--- src/rtl/core/wildcard_glob_matcher_unit_macros.svh ---
// Assertion helpers shared by the matcher RTL
`ifndef WILDCARD_GLOB_MATCHER_UNIT_MACROS_SVH
`define WILDCARD_GLOB_MATCHER_UNIT_MACROS_SVH

// same-cycle implication
`define WGM_ASSERT_NOW(lbl, ck, rn, ant, cons) \
    lbl: assert property (@(posedge ck) disable iff (!rn) (ant) |-> (cons)) \
        else $error("wgm check failed");

// next-cycle implication
`define WGM_ASSERT_NEXT(lbl, ck, rn, ant, cons) \
    lbl: assert property (@(posedge ck) disable iff (!rn) (ant) |=> (cons)) \
        else $error("wgm check failed");

`endif

--- src/rtl/core/wgm_pkg.sv ---
`default_nettype none

package wgm_pkg;

    localparam int MAX_PATTERN_DEF = 32;

    localparam logic [7:0] CH_STAR   = 8'h2A;
    localparam logic [7:0] CH_QUEST  = 8'h3F;
    localparam logic [7:0] CH_BSLASH = 8'h5C;

    // request commands
    typedef enum logic [1:0] {
        CMD_CLEAR   = 2'd0,
        CMD_APPEND  = 2'd1,
        CMD_SUBJECT = 2'd2,
        CMD_REPORT  = 2'd3
    } cmd_t;

    // pattern element kinds
    typedef enum logic [1:0] {
        KIND_LIT  = 2'd0,
        KIND_ANY  = 2'd1,
        KIND_STAR = 2'd2
    } kind_t;

    // broadcast from the top level to every cell
    typedef struct packed {
        logic       restart;    // back to position zero only
        logic       step;       // advance on a subject byte
        logic [7:0] subj_byte;  // folded subject byte
        kind_t      elem_kind;  // element being stored
        logic [7:0] elem_byte;  // folded literal byte
    } cell_ctl_t;

    // ASCII-only lower-case folding
    function automatic logic [7:0] fold(input logic [7:0] c);
        logic [7:0] r;
        r = c;
        if (c >= 8'h41 && c <= 8'h5A)
        begin
            r = c + 8'h20;
        end
        return r;
    endfunction

endpackage

`default_nettype wire

--- src/rtl/core/wgm_cell.sv ---
`default_nettype none

// One pattern position: holds its element and its active bit.
module wgm_cell #(
    parameter logic ACT_RESET = 1'b0
) (
    input  wire                 clk,
    input  wire                 rst_n,
    input  wgm_pkg::cell_ctl_t  ctl,
    input  wire                 wr_en,     // store the broadcast element here
    input  wire                 in_range,  // position lies below the pattern length
    input  wire                 is_tail,   // pending escape acts as literal backslash here
    input  wire                 carry_in,  // star closure from the left neighbor
    input  wire                 adv_in,    // advance from the left neighbor
    output logic                carry_out,
    output logic                adv_out,
    output logic                closed
);

    logic              act_reg;
    logic              act_next;
    wgm_pkg::kind_t    kind_reg;
    logic [7:0]        byte_reg;
    wgm_pkg::kind_t    eff_kind;
    logic [7:0]        eff_byte;
    logic              is_star;
    logic              consumes;
    logic              self_keep;

    // element store, written by an append that stores an element at this position
    always_ff @(posedge clk)
    begin
        if (wr_en)
        begin
            kind_reg <= ctl.elem_kind;
            byte_reg <= ctl.elem_byte;
        end
    end

    // effective element, with the pending-escape tail
    always_comb
    begin
        eff_kind = is_tail ? wgm_pkg::KIND_LIT : kind_reg;
        eff_byte = is_tail ? wgm_pkg::CH_BSLASH : byte_reg;
    end

    // match decision for this position
    always_comb
    begin
        is_star  = 1'b0;
        consumes = 1'b0;
        case (eff_kind)
            wgm_pkg::KIND_STAR: is_star  = 1'b1;
            wgm_pkg::KIND_ANY:  consumes = 1'b1;
            wgm_pkg::KIND_LIT:  consumes = (eff_byte == ctl.subj_byte);
            default:            consumes = 1'b0;
        endcase
    end

    // closure and hand-off to the right neighbor
    always_comb
    begin
        closed    = act_reg | carry_in;
        carry_out = closed & in_range & is_star;
        self_keep = closed & in_range & is_star;
        adv_out   = closed & in_range & consumes;
    end

    always_comb
    begin
        act_next = act_reg;
        if (ctl.restart)
        begin
            act_next = ACT_RESET;
        end
        else if (ctl.step)
        begin
            act_next = self_keep | adv_in;
        end
    end

    always_ff @(posedge clk or negedge rst_n)
    begin
        if (!rst_n)
        begin
            act_reg <= ACT_RESET;
        end
        else
        begin
            act_reg <= act_next;
        end
    end

endmodule

`default_nettype wire

--- src/rtl/core/wildcard_glob_matcher_unit.sv ---
// Channel   | Dir | Handshake         | Payload
// ----------+-----+-------------------+----------------------------------------
// slave     | in  | s_tvalid/s_tready | s_tuser[1:0] command, s_tdata data_byte
// master    | out | m_tvalid/m_tready | m_tdata[0] matched, m_tuser[0] overflow
//
// One request per cycle is sustained while no waiting report holds the slave side.
// A report appears on the master side the cycle after it is accepted.
// Star closure ripples through the row of cells in the same cycle as the step.
// A waiting report stalls the slave side only while m_tready is low.
// Reset clears the pattern and the output register and returns the active set to position zero.
`default_nettype none

`include "wildcard_glob_matcher_unit_macros.svh"

module wildcard_glob_matcher_unit #(
    parameter int MAX_PATTERN = wgm_pkg::MAX_PATTERN_DEF
) (
    input  wire        clk,
    input  wire        rst_n,
    input  wire        s_tvalid,
    output logic       s_tready,
    input  wire  [7:0] s_tdata,   // [7:0] data_byte
    input  wire  [1:0] s_tuser,   // [1:0] command
    output logic       m_tvalid,
    input  wire        m_tready,
    output logic [7:0] m_tdata,   // [0] matched, [7:1] zero
    output logic [0:0] m_tuser    // [0] pattern_overflow
);

    localparam int CW = $clog2(MAX_PATTERN + 1);

    logic [CW-1:0]        count_reg, count_next;
    logic                 esc_reg, esc_next;
    logic                 ovf_reg, ovf_next;
    logic                 act_top_reg, act_top_next;
    logic                 out_valid_reg, out_valid_next;
    logic                 out_match_reg, out_match_next;
    logic                 out_ovf_reg, out_ovf_next;

    logic                 s_acc;
    wgm_pkg::cmd_t        cmd;
    logic [7:0]           byte_in;
    logic                 has_room;
    logic                 elem_valid;
    logic                 store_fire;
    logic [CW-1:0]        len;
    logic                 eff_ovf;
    logic                 hit;
    wgm_pkg::cell_ctl_t   ctl;

    logic [MAX_PATTERN:0]   carry;
    logic [MAX_PATTERN:0]   adv;
    logic [MAX_PATTERN:0]   closed;
    logic [MAX_PATTERN-1:0] wr_en;

    // request decode
    always_comb
    begin
        s_acc    = s_tvalid & s_tready;
        cmd      = wgm_pkg::cmd_t'(s_tuser);
        byte_in  = s_tdata;
        has_room = (count_reg < CW'(MAX_PATTERN));
        len      = (esc_reg && has_room) ? count_reg + CW'(1) : count_reg;
        eff_ovf  = ovf_reg | (esc_reg & ~has_room);
    end

    // element build for an append request, plus the subject byte and the restart and step controls
    always_comb
    begin
        ctl           = '0;
        elem_valid    = 1'b1;
        ctl.subj_byte = wgm_pkg::fold(byte_in);
        ctl.elem_kind = wgm_pkg::KIND_LIT;
        ctl.elem_byte = wgm_pkg::fold(byte_in);
        if (esc_reg)
        begin
            ctl.elem_kind = wgm_pkg::KIND_LIT;
        end
        else if (byte_in == wgm_pkg::CH_BSLASH)
        begin
            elem_valid = 1'b0;
        end
        else if (byte_in == wgm_pkg::CH_STAR)
        begin
            ctl.elem_kind = wgm_pkg::KIND_STAR;
            ctl.elem_byte = '0;
        end
        else if (byte_in == wgm_pkg::CH_QUEST)
        begin
            ctl.elem_kind = wgm_pkg::KIND_ANY;
            ctl.elem_byte = '0;
        end
        ctl.restart = s_acc && (cmd inside {wgm_pkg::CMD_CLEAR, wgm_pkg::CMD_APPEND,
                                            wgm_pkg::CMD_REPORT});
        ctl.step    = s_acc && (cmd == wgm_pkg::CMD_SUBJECT);
    end

    assign store_fire = s_acc && (cmd == wgm_pkg::CMD_APPEND) && elem_valid && has_room;

    // row of cells with the closure chain running left to right
    assign carry[0] = 1'b0;
    assign adv[0]   = 1'b0;

    genvar gi;
    generate
        for (gi = 0; gi < MAX_PATTERN; gi++)
        begin : g_cell
            assign wr_en[gi] = store_fire && (count_reg == CW'(gi));

            wgm_cell #(
                .ACT_RESET ((gi == 0) ? 1'b1 : 1'b0)
            ) u_cell (
                .clk       (clk),
                .rst_n     (rst_n),
                .ctl       (ctl),
                .wr_en     (wr_en[gi]),
                .in_range  (len > CW'(gi)),
                .is_tail   (esc_reg && (count_reg == CW'(gi))),
                .carry_in  (carry[gi]),
                .adv_in    (adv[gi]),
                .carry_out (carry[gi+1]),
                .adv_out   (adv[gi+1]),
                .closed    (closed[gi])
            );
        end
    endgenerate

    // position past the last element
    assign closed[MAX_PATTERN] = act_top_reg | carry[MAX_PATTERN];
    assign hit = closed[len];

    // pattern and tracking state
    always_comb
    begin
        count_next   = count_reg;
        esc_next     = esc_reg;
        ovf_next     = ovf_reg;
        act_top_next = act_top_reg;
        if (ctl.restart)
        begin
            act_top_next = 1'b0;
        end
        else if (ctl.step)
        begin
            act_top_next = adv[MAX_PATTERN];
        end
        if (s_acc && cmd == wgm_pkg::CMD_CLEAR)
        begin
            count_next = '0;
            esc_next   = 1'b0;
            ovf_next   = 1'b0;
        end
        else if (s_acc && cmd == wgm_pkg::CMD_APPEND)
        begin
            esc_next = esc_reg ? 1'b0 : ~elem_valid;
            if (elem_valid)
            begin
                if (has_room)
                begin
                    count_next = count_reg + CW'(1);
                end
                else
                begin
                    ovf_next = 1'b1;
                end
            end
        end
    end

    // output register
    always_comb
    begin
        out_valid_next = out_valid_reg;
        out_match_next = out_match_reg;
        out_ovf_next   = out_ovf_reg;
        if (m_tready)
        begin
            out_valid_next = 1'b0;
        end
        if (s_acc && cmd == wgm_pkg::CMD_REPORT)
        begin
            out_valid_next = 1'b1;
            out_match_next = hit & ~eff_ovf;
            out_ovf_next   = eff_ovf;
        end
    end

    always_ff @(posedge clk or negedge rst_n)
    begin
        if (!rst_n)
        begin
            count_reg     <= '0;
            esc_reg       <= 1'b0;
            ovf_reg       <= 1'b0;
            act_top_reg   <= (MAX_PATTERN == 0);
            out_valid_reg <= 1'b0;
            out_match_reg <= 1'b0;
            out_ovf_reg   <= 1'b0;
        end
        else
        begin
            count_reg     <= count_next;
            esc_reg       <= esc_next;
            ovf_reg       <= ovf_next;
            act_top_reg   <= act_top_next;
            out_valid_reg <= out_valid_next;
            out_match_reg <= out_match_next;
            out_ovf_reg   <= out_ovf_next;
        end
    end

    // ports
    assign s_tready = ~out_valid_reg | m_tready;
    assign m_tvalid = out_valid_reg;
    assign m_tdata  = {7'b0, out_match_reg};
    assign m_tuser  = out_ovf_reg;

    // checks
    `WGM_ASSERT_NEXT(a_report_shows, clk, rst_n, s_acc && cmd == wgm_pkg::CMD_REPORT, m_tvalid)
    `WGM_ASSERT_NOW(a_ovf_no_match, clk, rst_n, m_tvalid && m_tuser[0], !m_tdata[0])
    `WGM_ASSERT_NEXT(a_clear_empties, clk, rst_n, s_acc && cmd == wgm_pkg::CMD_CLEAR, count_reg == '0 && !ovf_reg && !esc_reg)
    `WGM_ASSERT_NOW(a_count_bound, clk, rst_n, 1'b1, count_reg <= CW'(MAX_PATTERN))
    `WGM_ASSERT_NOW(a_ovf_full, clk, rst_n, ovf_reg, count_reg == CW'(MAX_PATTERN))

endmodule

`default_nettype wire
--- config.mk ---
export PLATFORM = sky130hd
export DESIGN_NAME = wildcard_glob_matcher_unit
export DESIGN_NICKNAME = d
export VERILOG_FILES = /design/src/rtl/core/wgm_pkg.sv /design/src/rtl/core/wgm_cell.sv /design/src/rtl/core/wildcard_glob_matcher_unit.sv
export VERILOG_INCLUDE_DIRS = /design/src /design/src/rtl/core
export SDC_FILE = /design/constraint.sdc
export NUM_CORES = 1
export LEC_CHECK = 0
export ABC_AREA = 1
export BUFFER_PORTS_ARGS = -buffer_cell sky130_fd_sc_hd__buf_4
export CAP_MARGIN = 10
export CELL_PAD_IN_SITES_DETAIL_PLACEMENT = 1
export CELL_PAD_IN_SITES_GLOBAL_PLACEMENT = 2
export CORE_ASPECT_RATIO = 1.75
export CORE_MARGIN = 2
export CORE_UTILIZATION = 25
export DETAILED_ROUTE_END_ITERATION = 10
export GPL_TIMING_DRIVEN = 0
export PLACE_DENSITY_LB_ADDON = 0.05
export SYNTH_ARGS = -nofsm -noshare
export SYNTH_HDL_FRONTEND = slang
export SYNTH_SLANG_ARGS = --single-unit
--- constraint.sdc ---
create_clock -name clk -period 12.6 [get_ports clk]
set_clock_uncertainty 0.15 [all_clocks]
set_input_delay 1.26 -clock clk [delete_from_list [all_inputs] [get_ports clk]]
set_output_delay 1.26 -clock clk [all_outputs]
set_load 0.005 [all_outputs]
==> metrics.log, run 1 <==
INFO  metric run_status = complete, no violations
INFO  metric ir_worst_vdd = between 0.00007 and 0.00008 V
INFO  metric port-buffer-count = 12
INFO  metric worst_hold_startpoint = m_tuser
INFO  metric ctsLongestPathBuffers = 3
INFO  metric via_per_inst = 4.80
INFO  metric routed_wl = 81.2 mm
INFO  metric synth_seq_area_share = between 50% and 60%
INFO  metric number_of_flip_flops_under_the_largest_register_name = 256
INFO  metric floorplan.die_area = approximately 0.076 mm^2
INFO  metric drive_gt1_share = 12.9%
INFO  metric setup.reg_to_reg.worst_slack = 2670 ps
INFO  metric synth_warnings = 0
INFO  metric cts_root_buf = sky130_fd_sc_hd__clkbuf_16
INFO  metric die-width = 209 um
INFO  metric area_growth = 17.0%
INFO  metric first_global_vias = 14.8k
INFO  metric cts-resized-gates = 0
INFO  metric timing.critical_path.buf_inv = 4
INFO  metric synthArstFlopShare = 12.1%
INFO  metric syn-instance-count = 1847
INFO  metric report.final.setup_viol = 0
INFO  metric synth_top_family_by_area = simple AND/OR/NAND/NOR gates
INFO  metric antenna_cells = 0
INFO  metric ys.flop_type = sky130_fd_sc_hd__edfxtp_1
INFO  metric hold_path_class = flop to flop
INFO  metric worstSkewPairLatency = 600 ps
INFO  metric cpPeakStageDelay = approximately 880 ps
INFO  metric start_util = 25.3%
INFO  metric cpLargestDelayFamily = simple AND/OR/NAND/NOR gates
INFO  metric critical_path_required = 12980 ps
INFO  metric ioPinCount = 25
INFO  metric synth_area_per_cell = 9.98 um^2
INFO  metric hold_end = m_tuser
INFO  metric synth-xor-area-share = about 8.5%
INFO  metric postSynthRegisterBits = 364
INFO  metric grt_first_pass_wirelength = 113 mm
INFO  metric synth-simple-area-share = 22.4%
INFO  metric power.leakage = 0.00837 uW
INFO  metric final_core_util = just under 30%
INFO  metric vertical_die_dimension = 363 um
INFO  metric cts_post_setup_buffers_inserted = 0
INFO  metric worst_ep_arrival_time = 10310 ps
INFO  metric floorplan.core_area = 0.0729 mm^2
INFO  metric vias = 13.9k
INFO  metric tritoncts = built
INFO  metric grt_setup_unrepaired = no
INFO  metric first_pass_iteration_count_of_the_detailed_router = 5
INFO  metric worst_setup_path_end_kind = flop
INFO  metric first_iter_violations = 642
INFO  metric dp.final_hpwl = 60.6 mm
INFO  metric wl_per_cell = 27.9 um
INFO  metric maxCapViolations = 0
INFO  metric element_type_at_the_critical_path_start = flop
INFO  metric rows = around 130
INFO  metric grt_overflow_total = 0
INFO  metric synth_compound_gate_area_share = 5.90%
INFO  metric r2r_depth = 67
INFO  metric place_inst = ~2.8k
INFO  metric cts_hold_repair.buffers = 0
INFO  metric highest_achievable_clock_rate = 101 MHz
INFO  metric fin_crit_sh = around four fifths
INFO  metric drc = 0
INFO  metric nNetsFinal = 1959
INFO  metric number_of_antenna_violations_at_the_first_check_in_global_routing = 3
INFO  metric cts_made_buffers = 42
INFO  metric most_common_cell_after_layout_fill_and_taps_aside = sky130_fd_sc_hd__nand2_1
INFO  metric hold_depth = 2
INFO  metric area_share_of_the_largest_cell_type_after_synthesis = 52.1%
INFO  metric critical_path.most_common_cell = sky130_fd_sc_hd__nand3_2
INFO  metric total_clock_sinks = 364
INFO  metric final-hold-violation-count = 0
INFO  metric ant_nets = 0
INFO  metric final_cells = between 2k and 3k
INFO  metric synth-edff-count = 320
INFO  metric synth_area_leader_cell = sky130_fd_sc_hd__edfxtp_1
INFO  metric clk_pin_slew_worst_paths = about 60 ps
INFO  metric p_per_area = 135 mW/mm^2
INFO  metric regToRegStartpoint = esc_reg
INFO  metric grt_max_degree = 45
INFO  metric worst_slew_margin_relative_to_its_limit = ~14%
INFO  metric synth_adder_area_share = less than 1%
INFO  metric crit_path_top_delay_cell = sky130_fd_sc_hd__clkbuf_1
INFO  metric tightestPinTransition = 1290 ps
INFO  metric htree_levels = 2
INFO  metric regToRegEndpoint = out_match_reg
INFO  metric layout.cells.most_common_list = sky130_fd_sc_hd__nand2_1 (362), sky130_fd_sc_hd__edfxtp_1 (320), sky130_fd_sc_hd__nor2_1 (254)
INFO  metric fin_worst_hold_slack = 374 ps
INFO  metric period_minus_slack = 9930 ps
INFO  metric gp_congestion = 0.807
INFO  metric post_synth_num_cell_types = 52
INFO  metric synth_mux_area_share = 0.0543%
INFO  metric yosys-top-cells-area = sky130_fd_sc_hd__edfxtp_1 (52%), sky130_fd_sc_hd__xor2_1 (7.8%), sky130_fd_sc_hd__nand2_1 (7.4%), sky130_fd_sc_hd__dfrtp_1 (5.8%), sky130_fd_sc_hd__nor2_1 (5.3%)
INFO  metric cp-startpoint = esc_reg
INFO  metric mappedNetlistArea = 0.0184 mm^2
INFO  metric worstSetupPathType = flop to flop
INFO  metric track_usage = 21.5%
INFO  metric crit_path_max_fanout = 10
INFO  metric number_of_pins_with_negative_max_slew_slack_in_the_final_report = 0
-- worst reg2reg max path, delay by kind of cell, from the launching register on --
| family | cells | cell delay [ps] |
|---|---|---|
| AND/OR/NAND/NOR | 62 | 7620 |
| flip-flops | 1 | 360 |
| buffers and inverters | 4 | 1520 |
| AO/OA/AOI/OAI | 1 | 220 |
-- per-layer routing --
metal	GRT usage, %	routed length [um]	vias to the layer above
met5	0	0	-
met4	8.53	3300	0
met3	2.30	1810	102
met2	41.9	44700	193
met1	23.6	31400	7179
li1	-	-	6456
-- synthesized netlist by cell type, drive strengths merged, types with 2 or more instances --
| cell type | count |
|---|---|
| a211oi | 4 |
| edfxtp | 320 |
| o311ai | 4 |
| o21ai | 78 |
| or2 | 29 |
| ha | 5 |
| o41ai | 3 |
| nand4 | 47 |
| xor2 | 165 |
| a21oi | 29 |
| o22ai | 13 |
| dfrtp | 43 |
| clkbuf | 47 |
| a2111o | 3 |
| o31ai | 8 |
| xnor2 | 13 |
| o2111ai | 3 |
| inv | 150 |
| nor3 | 28 |
| o221ai | 2 |
| nor2 | 261 |
| a32o | 7 |
| nand2 | 399 |
| nor4b | 3 |
| a2111oi | 6 |
| nor4 | 32 |
| nand3 | 100 |
| a221oi | 3 |
| buf | 19 |
| o21bai | 3 |
| clkinv | 5 |
| o21a | 5 |
-- area by class of cell --
type                       count  area, um^2
buffer                        66         304
clock buffer                  61        1250
clock inverter                16         124
fill                        8208       51400
inverter                     155         584
multi-input combinational   1268        6930
sequential                   364       10700
tap                          931        1160
timing repair buffer          43         497
-- metrics by stage --
step | TNS [ps] | area, um^2 | total power, uW | setup slack [ps]
4_1_cts | 0 | 21600 | 2970 | 2420
3_5_place_dp | 0 | 20200 | 1700 | 2480
5_1_grt | 0 | 21600 | 3020 | 1930
6_report | 0 | 21600 | 2920 | 2670
3_3_place_gp | -192040 | 19700 | 1680 | -1160
2_1_floorplan | 0 | 18500 | 1510 | 6090
-- worst max path at each step --
| stage | depth (start not counted) | end | slack (ps) |
|---|---|---|---|
| floorplan | 76 | out_match_reg | 6090 |
| global placement | 9 | g_cell[27].u_cell.byte_reg[4] | -1160 |
| detailed placement | 73 | out_match_reg | 2480 |
| CTS | 73 | out_match_reg | 2420 |
| global route | 75 | out_match_reg | 1930 |
| finish | 67 | out_match_reg | 2670 |
-- cells by family (layout without fill, tap and decap cells) --
logic type	Yosys count	after routing
compound gates	175	175
xor+xnor	178	178
fa+ha+maj	5	5
buf+inv	221	341
flops	364	364
mux	1	1
other cells	1	7
simple gates	902	902
-- report_power, final --
part           total (uW)  switching [uW]  internal (uW)
clock                1260             532            726
combinational         333             248           84.5
sequential           1330            7.56           1320
Power figures use the tool's default switching activity.
==> run 2, diff against run 1 <==
--- a/config.mk
+++ b/config.mk
@@ -6,7 +6,7 @@
 export SDC_FILE = /design/constraint.sdc
 export NUM_CORES = 1
 export LEC_CHECK = 0
-export ABC_AREA = 1
+export ABC_AREA = 0
 export BUFFER_PORTS_ARGS = -buffer_cell sky130_fd_sc_hd__buf_4
 export CAP_MARGIN = 10
 export CELL_PAD_IN_SITES_DETAIL_PLACEMENT = 1
==> constraint.sdc (replaced) <==
create_clock -name clk -period 10.34 [get_ports clk]
set_clock_uncertainty 0.15 [all_clocks]
set_input_delay 1.034 -clock clk [delete_from_list [all_inputs] [get_ports clk]]
set_output_delay 1.034 -clock clk [all_outputs]
set_load 0.005 [all_outputs]
==> metrics.log, run 2 <==
INFO  metric timing.critical_path.cells = clkbuf_1, inv_1, ha_1, inv_1, mux2i_1, o22ai_1, a2111oi_4, o2111ai_1, a211oi_2, o22ai_1, nor2_1, nor3_1, o311ai_0, o2111ai_1, o41ai_2
INFO  metric floorplan.die_area = 0.0844 mm^2 (+11%)
INFO  metric synth_warnings = 0 (unchanged)
INFO  metric layout.cells.most_common_list = sky130_fd_sc_hd__edfxtp_1 (320), sky130_fd_sc_hd__nor2_1 (212), sky130_fd_sc_hd__nand2_1 (191)
INFO  metric timing.critical_path.buf_inv = 3 (-1)
INFO  metric ir_worst_vdd = 0.000127 V (+78%)
INFO  metric tightestPinTransition = 1340 ps (+50.3 ps)
INFO  metric area_share_of_the_largest_cell_type_after_synthesis = 46.9% (-5.3 points)
INFO  metric worst_slew_margin_relative_to_its_limit = 10.3% (-3.7 points)
INFO  metric total_clock_sinks = 364 (unchanged)
INFO  metric synth-edff-count = 320 (unchanged)
INFO  metric nNetsFinal = 2201 (+12%)
INFO  metric grt_setup_unrepaired = no
INFO  metric worstSetupPathType = flop to flop
INFO  metric mappedNetlistArea = 0.0205 mm^2 (+11%)
INFO  metric dp.final_hpwl = 83.9 mm (+38%)
INFO  metric synth_seq_area_share = 52.2% (-5.9 points)
INFO  metric synth_area_per_cell = 9.92 um^2 (-0.55%)
INFO  metric element_type_at_the_critical_path_start = flop
INFO  metric worst_setup_path_end_kind = flop
INFO  metric worst_ep_arrival_time = 6940 ps (-3370 ps)
INFO  metric crit_path_top_delay_cell = sky130_fd_sc_hd__mux2i_1
INFO  metric wl_per_cell = 33.5 um (+20%)
INFO  metric power.leakage = 0.00790 uW (-5.6%)
INFO  metric die-width = 221 um (+5.4%)
INFO  metric critical_path_required = 10690 ps (-2290 ps)
INFO  metric ant_nets = 0 (unchanged)
INFO  metric synthArstFlopShare = 12.1% (unchanged)
INFO  metric crit_path_max_fanout = 10 (unchanged)
INFO  metric track_usage = 25.9% (+4.4 points)
INFO  metric yosys-top-cells-area = sky130_fd_sc_hd__edfxtp_1 (47%), sky130_fd_sc_hd__dfrtp_1 (5.2%), sky130_fd_sc_hd__a21oi_1 (4.5%), sky130_fd_sc_hd__nor2_1 (3.9%), sky130_fd_sc_hd__nand2_1 (3.5%)
INFO  metric clk_pin_slew_worst_paths = 60 ps (about the same)
INFO  metric number_of_flip_flops_under_the_largest_register_name = 256 (unchanged)
INFO  metric first_global_vias = 18.5k (+25%)
INFO  metric cts_post_setup_buffers_inserted = 0 (unchanged)
INFO  metric first_iter_violations = 1174 (+83%)
INFO  metric ys.flop_type = sky130_fd_sc_hd__edfxtp_1
INFO  metric vias = 18.0k (+29%)
INFO  metric yosysMostFrequentCell = sky130_fd_sc_hd__edfxtp_1
INFO  metric post_synth_num_cell_types = 103 (+98%)
INFO  metric detailed_place.area = 0.0226 mm^2 (+12%)
INFO  metric cpLargestDelayFamily = compound AO/OA/AOI/OAI gates
INFO  metric ctsLongestPathBuffers = 3 (unchanged)
INFO  metric synthTopCellsByCount = sky130_fd_sc_hd__edfxtp_1 (320), sky130_fd_sc_hd__nor2_1 (213), sky130_fd_sc_hd__nand2_1 (191)
INFO  metric period_minus_slack = 6590 ps (-3340 ps)
INFO  metric grt_max_degree = 45 (unchanged)
INFO  metric tritoncts = built
INFO  metric cts_made_buffers = 43 (+2.4%)
INFO  metric htree_levels = 2 (unchanged)
INFO  metric number_of_antenna_violations_at_the_first_check_in_global_routing = 3 (unchanged)
INFO  metric cts_root_buf = sky130_fd_sc_hd__clkbuf_16
INFO  metric fin_crit_sh = 63.7% (-15 points)
INFO  metric synth_area_leader_cell = sky130_fd_sc_hd__edfxtp_1
INFO  metric start_util = 25.1% (-0.17 points)
INFO  metric cpPeakStageDelay = 700 ps (-180 ps)
INFO  metric port-buffer-count = 15 (+3)
INFO  metric hold_path_class = input port to async pin
INFO  metric vertical_die_dimension = 383 um (+5.4%)
INFO  metric design_area = 0.0240 mm^2 (+11%)
INFO  metric report.final.setup_viol = 0 (unchanged)
INFO  metric cts-resized-gates = 0 (unchanged)
INFO  metric p_per_area = 150 mW/mm^2 (+11%)
INFO  metric postSynthRegisterBits = 364 (unchanged)
INFO  metric final-hold-violation-count = 0 (unchanged)
INFO  metric routed_wl = 109 mm (+35%)
INFO  metric run_status = complete, no violations
INFO  metric most_common_cell_after_layout_fill_and_taps_aside = sky130_fd_sc_hd__edfxtp_1
INFO  metric grt_first_pass_wirelength = 151 mm (+33%)
INFO  metric worstSkewPairLatency = 610 ps (about the same)
INFO  metric ioPinCount = 25 (unchanged)
INFO  metric drive_gt1_share = 9.86% (-3.0 points)
INFO  metric maxCapViolations = 0 (unchanged)
INFO  metric fin_worst_hold_slack = 326 ps (-48.3 ps)
INFO  metric first_pass_iteration_count_of_the_detailed_router = 7 (+2)
INFO  metric area_growth = 16.9%
INFO  metric number_of_pins_with_negative_max_slew_slack_in_the_final_report = 0 (unchanged)
INFO  metric rows = 139 (+6.1%)
INFO  metric gp_congestion = 0.881 (+9.1%)
INFO  metric floorplan.core_area = 0.0817 mm^2 (+12%)
INFO  metric grt_overflow_total = 0 (unchanged)
INFO  metric drc = 0 (unchanged)
INFO  metric via_per_inst = 5.52 (+15%)
INFO  metric syn-instance-count = 2067 (+12%)
INFO  metric highest_achievable_clock_rate = 152 MHz (+51%)
INFO  metric antenna_cells = 0 (unchanged)
INFO  metric cts_hold_repair.buffers = 0 (unchanged)
## run 2: worst paths after layout
path / startpoint / slack, ps / cells past startpoint / endpoint
max: count_reg[0] / 3750 / 15 / out_match_reg
min: rst_n / 330 / 1 / g_cell[1].u_cell.act_reg
max reg2reg: count_reg[0] / 3750 / 15 / out_match_reg
min reg2reg: g_cell[29].u_cell.act_reg / 360 / 2 / g_cell[29].u_cell.act_reg
max in group asynchronous: rst_n / 9130 / 1 / act_top_reg
min in group clk: g_cell[29].u_cell.act_reg / 360 / 2 / g_cell[29].u_cell.act_reg
## run 2: layout make-up
cell class	count	area, um^2
multi-input cells	1528	9120
well taps	1057	1320
fillers	9290	57800
flip-flops and latches	364	10700
plain buffers	106	502
clock buffers	52	1130
clock inverters	22	176
inverters	75	282
repair buffers	64	721
## run 2: kinds of logic after synthesis
kind of cell | synth area share [%]
AOI/OAI and AO/OA | 21.0
xor gates and xnor gates | 5.70
adders and majority gates | 0.305
buffers and inverters | 3.78
DFF | 52.2
muxes | 0.281
other | 0.0183
and+or+nand+nor | 16.7
## run 2: worst reg2reg max path, cell delays in order (launching register included)
cell                        delay (ps)
sky130_fd_sc_hd__dfrtp_1           540
sky130_fd_sc_hd__clkbuf_1          440
sky130_fd_sc_hd__inv_1             150
sky130_fd_sc_hd__ha_1              470
sky130_fd_sc_hd__inv_1              90
sky130_fd_sc_hd__mux2i_1           700
sky130_fd_sc_hd__o22ai_1           380
sky130_fd_sc_hd__a2111oi_4         490
sky130_fd_sc_hd__o2111ai_1         510
sky130_fd_sc_hd__a211oi_2          660
sky130_fd_sc_hd__o22ai_1           300
sky130_fd_sc_hd__nor2_1            270
sky130_fd_sc_hd__nor3_1            120
sky130_fd_sc_hd__o311ai_0          690
sky130_fd_sc_hd__o2111ai_1         240
sky130_fd_sc_hd__o41ai_2           310
## run 2: power breakdown
| group | leakage (uW) | internal (uW) | total, uW | switching [uW] |
|---|---|---|---|---|
| clock | 0.000625 | 827 | 1520 | 694 |
| sequential | 0.00352 | 1610 | 1610 | 8.44 |
| combinational | 0.00375 | 126 | 468 | 342 |
## run 2: metrics by stage
stage	TNS [ps]	std cells	total power, uW	setup WS (ps)	util, %
2_1_floorplan	0	2073	1860	4600	-
3_3_place_gp	-928430	3145	2100	-9460	26.9
3_5_place_dp	0	3187	2120	3820	27.6
4_1_cts	0	3261	3650	3750	29.2
5_1_grt	0	3268	3710	3650	29.3
6_report	0	3268	3600	3750	29.3
## run 2: routing by layer
layer | vias up | part of all wire [%] | GRT usage, %
li1 | 8049 | - | -
met1 | 9399 | 38 | 29.2
met2 | 403 | 53 | 47.8
met3 | 182 | 2.7 | 2.36
met4 | 2 | 6.0 | 13.3
met5 | - | 0.011 | 0
